[config.mk]
export PLATFORM = sky130hd
export DESIGN_NAME = ddpi_cordic
export DESIGN_NICKNAME = d
export VERILOG_FILES = /design/src/rtl/ddpi_pkg.sv /design/src/rtl/ddpi_cordic_cell.sv /design/src/rtl/ddpi_cordic.sv
export SDC_FILE = /design/constraint.sdc
export NUM_CORES = 2
export LEC_CHECK = 0
export BUFFER_PORTS_ARGS = -buffer_cell sky130_fd_sc_hd__buf_4
export CORE_UTILIZATION = 45
export DETAILED_ROUTE_END_ITERATION = 8
export PLACE_DENSITY_LB_ADDON = 0.15
export SKIP_CTS_REPAIR_TIMING = 1
export SLEW_MARGIN = 20
export SYNTH_ARGS = -nofsm -noshare
export SYNTH_HDL_FRONTEND = slang
export SYNTH_SLANG_ARGS = --single-unit
[constraint.sdc]
create_clock -name i_clk -period 5 [get_ports i_clk]
set_clock_uncertainty 0.2 [all_clocks]
set_input_delay 0.5 -clock i_clk [delete_from_list [all_inputs] [get_ports i_clk]]
set_output_delay 0.5 -clock i_clk [all_outputs]
set_load 0.01 [all_outputs]
[src/rtl/ddpi_pkg.sv]
// Shared types and constants for the differential-drive pose integrator.
// No dependencies; every other file in rtl/ imports this package.
`default_nettype none

package ddpi_pkg;

    // CORDIC datapath widths: x/y at scale 2^30 with headroom, z as a signed angle
    localparam int X_W          = 34;
    localparam int Z_W          = 33;
    localparam int ATAN_ENTRIES = 24;

    // CORDIC start value: gain compensation 0.607252935 at scale 2^30
    localparam logic signed [X_W-1:0] CORDIC_X0 = 34'sd652032874;

    // Register map (word index taken from paddr[2])
    localparam logic REG_SAMPLE_PERIOD = 1'b0;
    localparam logic [15:0] SAMPLE_PERIOD_RST = 16'd655;

    typedef struct packed {
        logic signed [15:0] linear_speed;
        logic signed [23:0] angular_speed;
    } t_in_item;

    typedef struct packed {
        logic signed [31:0] pos_x;
        logic signed [31:0] pos_y;
        logic        [31:0] heading;
        logic               position_clipped;
    } t_out_item;

    // Payload handed from cell to cell
    typedef struct packed {
        logic signed [X_W-1:0] x;
        logic signed [X_W-1:0] y;
        logic signed [Z_W-1:0] z;
        logic        [1:0]     quad;
    } t_cord;

    // Sine and cosine, Q1.15
    typedef struct packed {
        logic signed [15:0] s;
        logic signed [15:0] c;
    } t_sincos;

    // atan(2^-i) as a binary angle, full turn = 2^32
    function automatic logic signed [Z_W-1:0] atan_val(input int unsigned idx);
        logic signed [Z_W-1:0] v;
        case (idx)
            0:       v = 33'sd536870912;
            1:       v = 33'sd316933406;
            2:       v = 33'sd167458907;
            3:       v = 33'sd85004756;
            4:       v = 33'sd42667331;
            5:       v = 33'sd21354465;
            6:       v = 33'sd10679838;
            7:       v = 33'sd5340245;
            8:       v = 33'sd2670163;
            9:       v = 33'sd1335087;
            10:      v = 33'sd667544;
            11:      v = 33'sd333772;
            12:      v = 33'sd166886;
            13:      v = 33'sd83443;
            14:      v = 33'sd41722;
            15:      v = 33'sd20861;
            16:      v = 33'sd10430;
            17:      v = 33'sd5215;
            18:      v = 33'sd2608;
            19:      v = 33'sd1304;
            20:      v = 33'sd652;
            21:      v = 33'sd326;
            22:      v = 33'sd163;
            23:      v = 33'sd81;
            default: v = '0;
        endcase
        return v;
    endfunction

endpackage

`default_nettype wire

[src/rtl/ddpi_cordic_cell.sv]
// One CORDIC rotation-mode cell: a fixed shift and one atan constant, registered.
// Depends on ddpi_pkg.
`default_nettype none

module ddpi_cordic_cell
    import ddpi_pkg::*;
#(
    parameter int STAGE = 0
) (
    input  wire   i_clk,
    input  wire   i_rst_n,
    input  wire   i_vld,
    input  t_cord i_d,
    output logic  o_vld,
    output t_cord o_d
);

    localparam logic signed [Z_W-1:0] ATAN = atan_val(STAGE);

    logic  r_vld;
    t_cord r_d;
    t_cord n_d;
    logic signed [X_W-1:0] w_dx;
    logic signed [X_W-1:0] w_dy;

    // arithmetic shift == floor division by 2^STAGE
    assign w_dx = i_d.y >>> STAGE;
    assign w_dy = i_d.x >>> STAGE;

    always_comb begin
        n_d.quad = i_d.quad;
        if (!i_d.z[Z_W-1]) begin
            n_d.x = i_d.x - w_dx;
            n_d.y = i_d.y + w_dy;
            n_d.z = i_d.z - ATAN;
        end else begin
            n_d.x = i_d.x + w_dx;
            n_d.y = i_d.y - w_dy;
            n_d.z = i_d.z + ATAN;
        end
    end

    always_ff @(posedge i_clk) begin
        if (!i_rst_n) begin
            r_vld <= 1'b0;
        end else begin
            r_vld <= i_vld;
        end
    end

    always_ff @(posedge i_clk) begin
        if (i_vld) begin
            r_d <= n_d;
        end
    end

    assign o_vld = r_vld;
    assign o_d   = r_d;

endmodule

`default_nettype wire

[src/rtl/ddpi_cordic.sv]
// Sine/cosine unit: quadrant fold, a chain of CORDIC cells, Q1.15 rounding and
// quadrant rotation. Depends on ddpi_pkg and ddpi_cordic_cell.
`default_nettype none

module ddpi_cordic
    import ddpi_pkg::*;
#(
    parameter int STEPS = 16
) (
    input  wire         i_clk,
    input  wire         i_rst_n,
    input  wire         i_vld,
    input  wire  [31:0] i_angle,
    output logic        o_vld,
    output t_sincos     o_sc
);

    t_cord w_d [0:STEPS];
    logic  w_v [0:STEPS];

    logic       r_fold_vld;
    t_cord      r_fold;
    logic [1:0] w_quad;
    logic [31:0] w_resid;

    // nearest quadrant; residual lands in [-1/8, 1/8) turn
    assign w_quad  = i_angle[31:30] + {1'b0, i_angle[29]};
    assign w_resid = i_angle - {w_quad, 30'd0};

    always_ff @(posedge i_clk) begin
        if (!i_rst_n) begin
            r_fold_vld <= 1'b0;
        end else begin
            r_fold_vld <= i_vld;
        end
    end

    always_ff @(posedge i_clk) begin
        if (i_vld) begin
            r_fold.x    <= CORDIC_X0;
            r_fold.y    <= '0;
            r_fold.z    <= {w_resid[31], w_resid};
            r_fold.quad <= w_quad;
        end
    end

    assign w_d[0] = r_fold;
    assign w_v[0] = r_fold_vld;

    for (genvar k = 0; k < STEPS; k++) begin : g_cell
        ddpi_cordic_cell #(
            .STAGE (k)
        ) u_cell (
            .i_clk   (i_clk),
            .i_rst_n (i_rst_n),
            .i_vld   (w_v[k]),
            .i_d     (w_d[k]),
            .o_vld   (w_v[k+1]),
            .o_d     (w_d[k+1])
        );
    end

    // floor((v + 2^14) / 2^15), clamped to 16 bits signed; kept 17 wide for negation
    function automatic logic signed [16:0] to_q15(input logic signed [X_W-1:0] v);
        logic signed [X_W-1:0]    sum;
        logic signed [X_W-16:0]   sh;
        logic signed [16:0]       r;
        sum = v + X_W'(16384);
        sh  = sum[X_W-1:15];
        if (sh > 32767) begin
            r = 17'sd32767;
        end else if (sh < -32768) begin
            r = -17'sd32768;
        end else begin
            r = sh[16:0];
        end
        return r;
    endfunction

    function automatic logic signed [15:0] clamp_hi(input logic signed [16:0] v);
        logic signed [15:0] r;
        if (v > 17'sd32767) begin
            r = 16'sh7fff;
        end else begin
            r = v[15:0];
        end
        return r;
    endfunction

    logic signed [16:0] w_c;
    logic signed [16:0] w_s;
    t_sincos            n_sc;
    t_sincos            r_sc;
    logic               r_vld;

    assign w_c = to_q15(w_d[STEPS].x);
    assign w_s = to_q15(w_d[STEPS].y);

    always_comb begin
        case (w_d[STEPS].quad)
            2'd0: begin
                n_sc.c = clamp_hi(w_c);
                n_sc.s = clamp_hi(w_s);
            end
            2'd1: begin
                n_sc.c = clamp_hi(-w_s);
                n_sc.s = clamp_hi(w_c);
            end
            2'd2: begin
                n_sc.c = clamp_hi(-w_c);
                n_sc.s = clamp_hi(-w_s);
            end
            default: begin
                n_sc.c = clamp_hi(w_s);
                n_sc.s = clamp_hi(-w_c);
            end
        endcase
    end

    always_ff @(posedge i_clk) begin
        if (!i_rst_n) begin
            r_vld <= 1'b0;
        end else begin
            r_vld <= w_v[STEPS];
        end
    end

    always_ff @(posedge i_clk) begin
        if (w_v[STEPS]) begin
            r_sc <= n_sc;
        end
    end

    assign o_vld = r_vld;
    assign o_sc  = r_sc;

endmodule

`default_nettype wire

# Word-level counts from Yosys, hierarchy flattened

Cells that the tools add are included.

Muxes and demuxes: 25
Add/subtract/negate cells: 98
Equal/unequal tests: 2
Reduce and logical (&&, ||, !) cells: 1
Order comparisons: 8

Operators with widths:

| cell                     | count |
|---|---|
| $mux W101                | 15 |
| $add A34 B30 Y34         | 3 |
| $sub A34 B30 Y34         | 3 |
| $pmux W32 S3             | 1 |
| $add A34 B16 Y34 const B | 2 |
| $add A34 B19 Y34         | 2 |
| $add A34 B20 Y34         | 2 |
| $add A34 B21 Y34         | 2 |
| $add A34 B22 Y34         | 2 |
| $add A34 B23 Y34         | 2 |
| $add A34 B24 Y34         | 2 |
| $add A34 B25 Y34         | 2 |
| $add A34 B26 Y34         | 2 |
| $add A34 B27 Y34         | 2 |
| $add A34 B28 Y34         | 2 |
| $add A34 B29 Y34         | 2 |
| $add A34 B31 Y34         | 2 |
| $add A34 B32 Y34         | 2 |
| $gt A17 B16 Y1 const B   | 4 |
| $mux W17                 | 4 |
| $sub A34 B19 Y34         | 2 |
| $sub A34 B20 Y34         | 2 |
| $sub A34 B21 Y34         | 2 |
| $sub A34 B22 Y34         | 2 |
| other kinds (53)         | 68 |

Output and inout bits: 33
Bits in registers: 1695
Bits of input ports: 35

# Logic depth before layout (Yosys ltp)

Depth after elaboration: 8
Mapped depth: 23
Mapped depth without buffers: 23

# Modules after synthesis

From an unflattened synthesis, not the netlist that was laid out.

Cells, all modules: 16793
Area, all modules: 155693.1 µm²

Modules (own cells, without submodules):

| module                                | times used | area each (µm²) | cells an instance |
|---|---|---|---|
| ddpi_cordic_cell at g_cell[4].u_cell  | 1          | 9726.8          | 1069 |
| ddpi_cordic_cell at g_cell[12].u_cell | 1          | 9589.2          | 1043 |
| ddpi_cordic_cell at g_cell[2].u_cell  | 1          | 9580.4          | 1052 |
| ddpi_cordic_cell at g_cell[6].u_cell  | 1          | 9495.4          | 1007 |
| ddpi_cordic_cell at g_cell[10].u_cell | 1          | 9479.1          | 1035 |
| ddpi_cordic_cell at g_cell[1].u_cell  | 1          | 9467.8          | 1007 |
| ddpi_cordic_cell at g_cell[3].u_cell  | 1          | 9410.3          | 1024 |
| ddpi_cordic_cell at g_cell[5].u_cell  | 1          | 9285.2          | 992 |
| ddpi_cordic_cell at g_cell[13].u_cell | 1          | 9265.1          | 997 |
| ddpi_cordic_cell at g_cell[7].u_cell  | 1          | 9221.3          | 999 |
| ddpi_cordic_cell at g_cell[9].u_cell  | 1          | 9216.3          | 968 |
| ddpi_cordic_cell at g_cell[8].u_cell  | 1          | 9155.0          | 958 |
| ddpi_cordic_cell at g_cell[15].u_cell | 1          | 9095.0          | 943 |
| ddpi_cordic_cell at g_cell[0].u_cell  | 1          | 9090.0          | 1007 |
| 3 more rows                           | --         | --              | -- |

# Worst setup path after synthesis

OpenSTA, ideal clock, no wires.

Path type: register to register
From: reg g_cell[1].u_cell.r_d, in the netlist g_cell[1].u_cell.o_d[34]
To: reg g_cell[2].u_cell.r_d, in the netlist g_cell[2].u_cell.o_d[63] (data pin)
Setup time: 258 ps
Arrival: 5042 ps
Data required time: 4542 ps
Slack: -500 ps
Period minus slack after synthesis: 5500 ps
Cell stages (with the launch flop): 19
Cells stage by stage: edfxtp_1 > clkbuf_1 > buf_1 > clkbuf_1 > nor2_1 > xnor2_1 > ha_1 > nor2b_1 > o21a_1 > o21ai_0 > a311oi_1 > a2111oi_0 > nor4_1 > a2111oi_0 > o311ai_0 > and3_1 > o21a_1 > nor3_1 > nor2_1

RTL lines:

| item                     | RTL line               | RTL |
|---|---|---|
| start: declaration       | ddpi_cordic_cell.sv:21 | `t_cord r_d;` |
| start signal: assignment | ddpi_cordic_cell.sv:53 | `r_d <= n_d;` |
| end signal: assignment   | ddpi_cordic_cell.sv:53 |  |
| end: declaration         | ddpi_cordic_cell.sv:21 |  |

==> results.md <==
* Status: finished with violations
* Failing checks: setup timing
* GR Util met3 at 2.68%
* RSZ-0062 raised after global routing: yes
* Vias in the first global route at 98500
* Routed wire length per instance at 19.4 um
* Number of routed nets with antenna violations at 0
* Most used cells in the layout excluding fill and tap cells: edfxtp_1, ha_1, buf_4
* FF/Latch Area at 46400 um2
* Synthesized Nets at 14300
* Measured slew at the worst slew-check pin at 1.01 ns
* Max-cap violations at 0
* Count of standard-cell rows at ~190
* Global-route met2 utilization at 40.2%
* Initial antenna violation count at 8
* Fraction of layout instances using a drive strength above 1 at 16.0%
* Portion of synthesized cell area occupied by the leading cell type at a little under two fifths
* DRC violations left at 0
* Number of failing setup endpoints in the final timing report at 3
* Post-route total power at about 30 mW
* Count of filler cells inserted in the layout at 24400
* Worst supply voltage drop on vdd at 0.000298 V
* Number of distinct library cells after synthesis at 101
* Synth Warn # at 0
* Placed Area at 138000 um2
* Number of flops mapped to enable cells by yosys at 1530
* Post-synthesis to final-layout area growth at 19.0%
* Nature of the critical path endpoint: flip-flop
* Most utilized layer in the global route result: met2
* Worst path setup slack after routing at -0.181 ns
* Initial Util at 45.4%
* Relative contribution of the clock network to total power at 45.6%
* Async set or reset register ratio after synthesis at 0%
* Library cell used as clock root buffer: clkbuf_16
* TritonCTS clock tree: done
* Final Hold Vio Count at 0
* Max-slew headroom at 32.6%
* Leading cell type in the layout, fill and taps excluded: edfxtp_1
* Pin count of the biggest net entering global routing at between 100 and 150
* Routed via count at 101000
* CP Class: reg2reg
* Switching power summed over all nets at between 6 and 7 mW
* Highest cell delay on the worst timing path at about 0.43 ns
* M1 GR Usage at about a third
* Fmax at 0.193 GHz
* Cell with the largest stage delay on the worst path: edfxtp_1
* Number of flip-flops and latches in the synthesized netlist at roughly 1500
* Core Box Area at between 200000 and 300000 um2
* HPWL after detailed placement at about 280 mm
* Pint at 23.6 mW
* Sw Ratio at 22.9%
* Clock buffer count from CTS at 183
* Number of H-tree levels at 4
* Avg Synthesized Cell Area at 9.74 um2
* Number of buffers on the longest clock path at 4
* Power density over the cells at 206 nW/um2
* Min-delay worst type: in2reg
* Static leakage at 60.2 nW
* Most area-consuming cells after synthesis: edfxtp_1, ha_1, xnor2_1, a21oi_1, xor2_1
* Footprint of the multi-input gates at 78300 um2
* Number of ports placed on the die boundary at 68
* Minimum hold slack at 0.114 ns
* DR pass1 iterations at 7
* Most frequently used flop master after synthesis: edfxtp_1
* Sum Neg Setup Slack at -0.441 ns
* GRT Resource Usage Total at 24.1%
* Number of instances in the synthesized netlist at 12800
* Slack of the worst reg-to-reg path at -0.18 ns
* Critical Path Start Type: flip-flop
* Final critical-path share of the clock period at 104%
* Sequential cell area fraction in the yosys report at 37.1%
* Comb power frac at under 10%
* Number of cells in the finished layout apart from fillers at roughly 18000
* DR vias/cell at ~5.6
* Max Slew Vio Count at 0
* Clk sink count at about 1500
* Place WS at -0.489 ns
* Total wire length after detailed routing at 349 mm
* Overall overflow remaining after global route at 0
* Routability congestion estimate from global placement at 0.932
* Height of the die at 528 um
* Net count reported at finish at 15700
* Register clock-pin slew on the reported worst setup and hold paths at approximately 0.06 ns
* Worst path required time at 5.40 ns
* Overall die area at 279000 um2
* Post-layout min period at 5.18 ns
* Clock insertion delay at the later pin of the skew report at 0.90 ns
* Part of the total power dissipated in sequential elements at 47.3%
* Global-route wire length before repair at roughly 540 mm
* IO buf count at 67
* Utilization after layout at 54.0%
* Area of all placed cells without fillers at 148000 um2
* Arrival time worst endpoint at 5.58 ns
* Crit-path max FO at 5
* Chip Width at approximately 530 um
* Cell count after placement at 17500
* Sequence of cells on the critical path: nor2_4, nand3_1, nor4_2, buf_4, a31oi_1, xnor2_1, ha_1, o21a_1, and2_1, a221oi_2, nand2_1, a31oi_4, o21ai_2, o41ai_2, buf_4, o21ai_0, o41a_1, a41o_1, a21bo_2, a21oi_1, xnor2_1
* Mapped cell area at about 120000 um2
* Initial DRC Count at roughly 6600
* Post-synth top area cell: edfxtp_1
-- final timing paths --
path | start | cells after the start | end
worst max-delay path | g_cell[3].u_cell.o_d[76]$_DFFE_PP_ | 21 | g_cell[4].u_cell.o_d[68]$_DFFE_PP_
worst min-delay path | i_angle[6] | 2 | r_fold[8]$_DFFE_PP_
worst max register to register | g_cell[3].u_cell.o_d[76]$_DFFE_PP_ | 21 | g_cell[4].u_cell.o_d[68]$_DFFE_PP_
worst min register to register | g_cell[10].u_cell.o_d[3]$_DFFE_PP_ | 0 | g_cell[11].u_cell.o_d[3]$_DFFE_PP_
-- sequential cells by signal, indices dropped and copies added (netlist names) --
name and cells:
g_cell.u_cell.o_d 1464, r_fold 34, o_sc 32, g_cell.u_cell.o_vld 16, o_vld 1, r_fold_vld 1
-- logic make-up after synthesis --
| family | Yosys count | synth area share (%) |
|---|---|---|
| AO/OA/AOI/OAI | 3564 | 18.1 |
| other | 1 | 0.00301 |
| multiplexers | 120 | 1.07 |
| buffers and inverters | 726 | 2.23 |
| flip-flops | 1548 | 37.1 |
| XOR/XNOR | 1856 | 13.0 |
| AND/OR/NAND/NOR | 3560 | 13.9 |
| adder cells (fa/ha/maj) | 1430 | 14.6 |
-- power groups by stage --
stage	Clock (mW)	Sequential, mW	Combinational, mW
after global routing	14.7	14.5	2.42
after detailed placement	0	14.7	2.05
after global placement	0	14.7	2.00
after floorplan	0	14.7	1.49
after CTS	14.3	14.5	2.07
final	13.9	14.5	2.18
-- synthesized netlist by cell type, types with 120 or more instances --
| master | count |
|---|---|
| o21a_1 | 231 |
| nor2b_1 | 176 |
| edfxtp_1 | 1530 |
| a21o_1 | 468 |
| nor3_1 | 432 |
| ha_1 | 1388 |
| clkbuf_1 | 136 |
| nand3_1 | 211 |
| and2_1 | 120 |
| o21ai_0 | 578 |
| inv_1 | 530 |
| nand2b_1 | 195 |
| nor2_1 | 1228 |
| xor2_1 | 617 |
| xnor2_1 | 1239 |
| a31oi_1 | 160 |
| o21bai_1 | 133 |
| nand2_1 | 599 |
| a21oi_1 | 1296 |
-- worst max-delay path: cells and delay by family, from the launching register on --
family,cells,cell delay (ns)
xor+xnor,2,0.22
compound gates,11,2.55
flops,1,0.43
fa+ha+maj,1,0.29
simple gates,5,0.81
buf+inv,2,0.36
-- layer usage --
layer	wire length, um	share of wire, %	up-vias
li1	-	-	50200
met1	157000	45	48300
met2	162000	46	2279
met3	17000	4.9	586
met4	12900	3.7	2
met5	138	0.040	-
-- cell type report --
type	instances	share of cell area, %
diodes	3	0.00506
clock buffers	221	3.27
clock inverters	118	0.931
inverters	533	1.36
multi-input cells	10500	52.8
flip-flops and latches	1548	31.2
well taps	3686	3.11
repair buffers	1389	7.31
No activity file was read; power rests on OpenSTA's default activity.
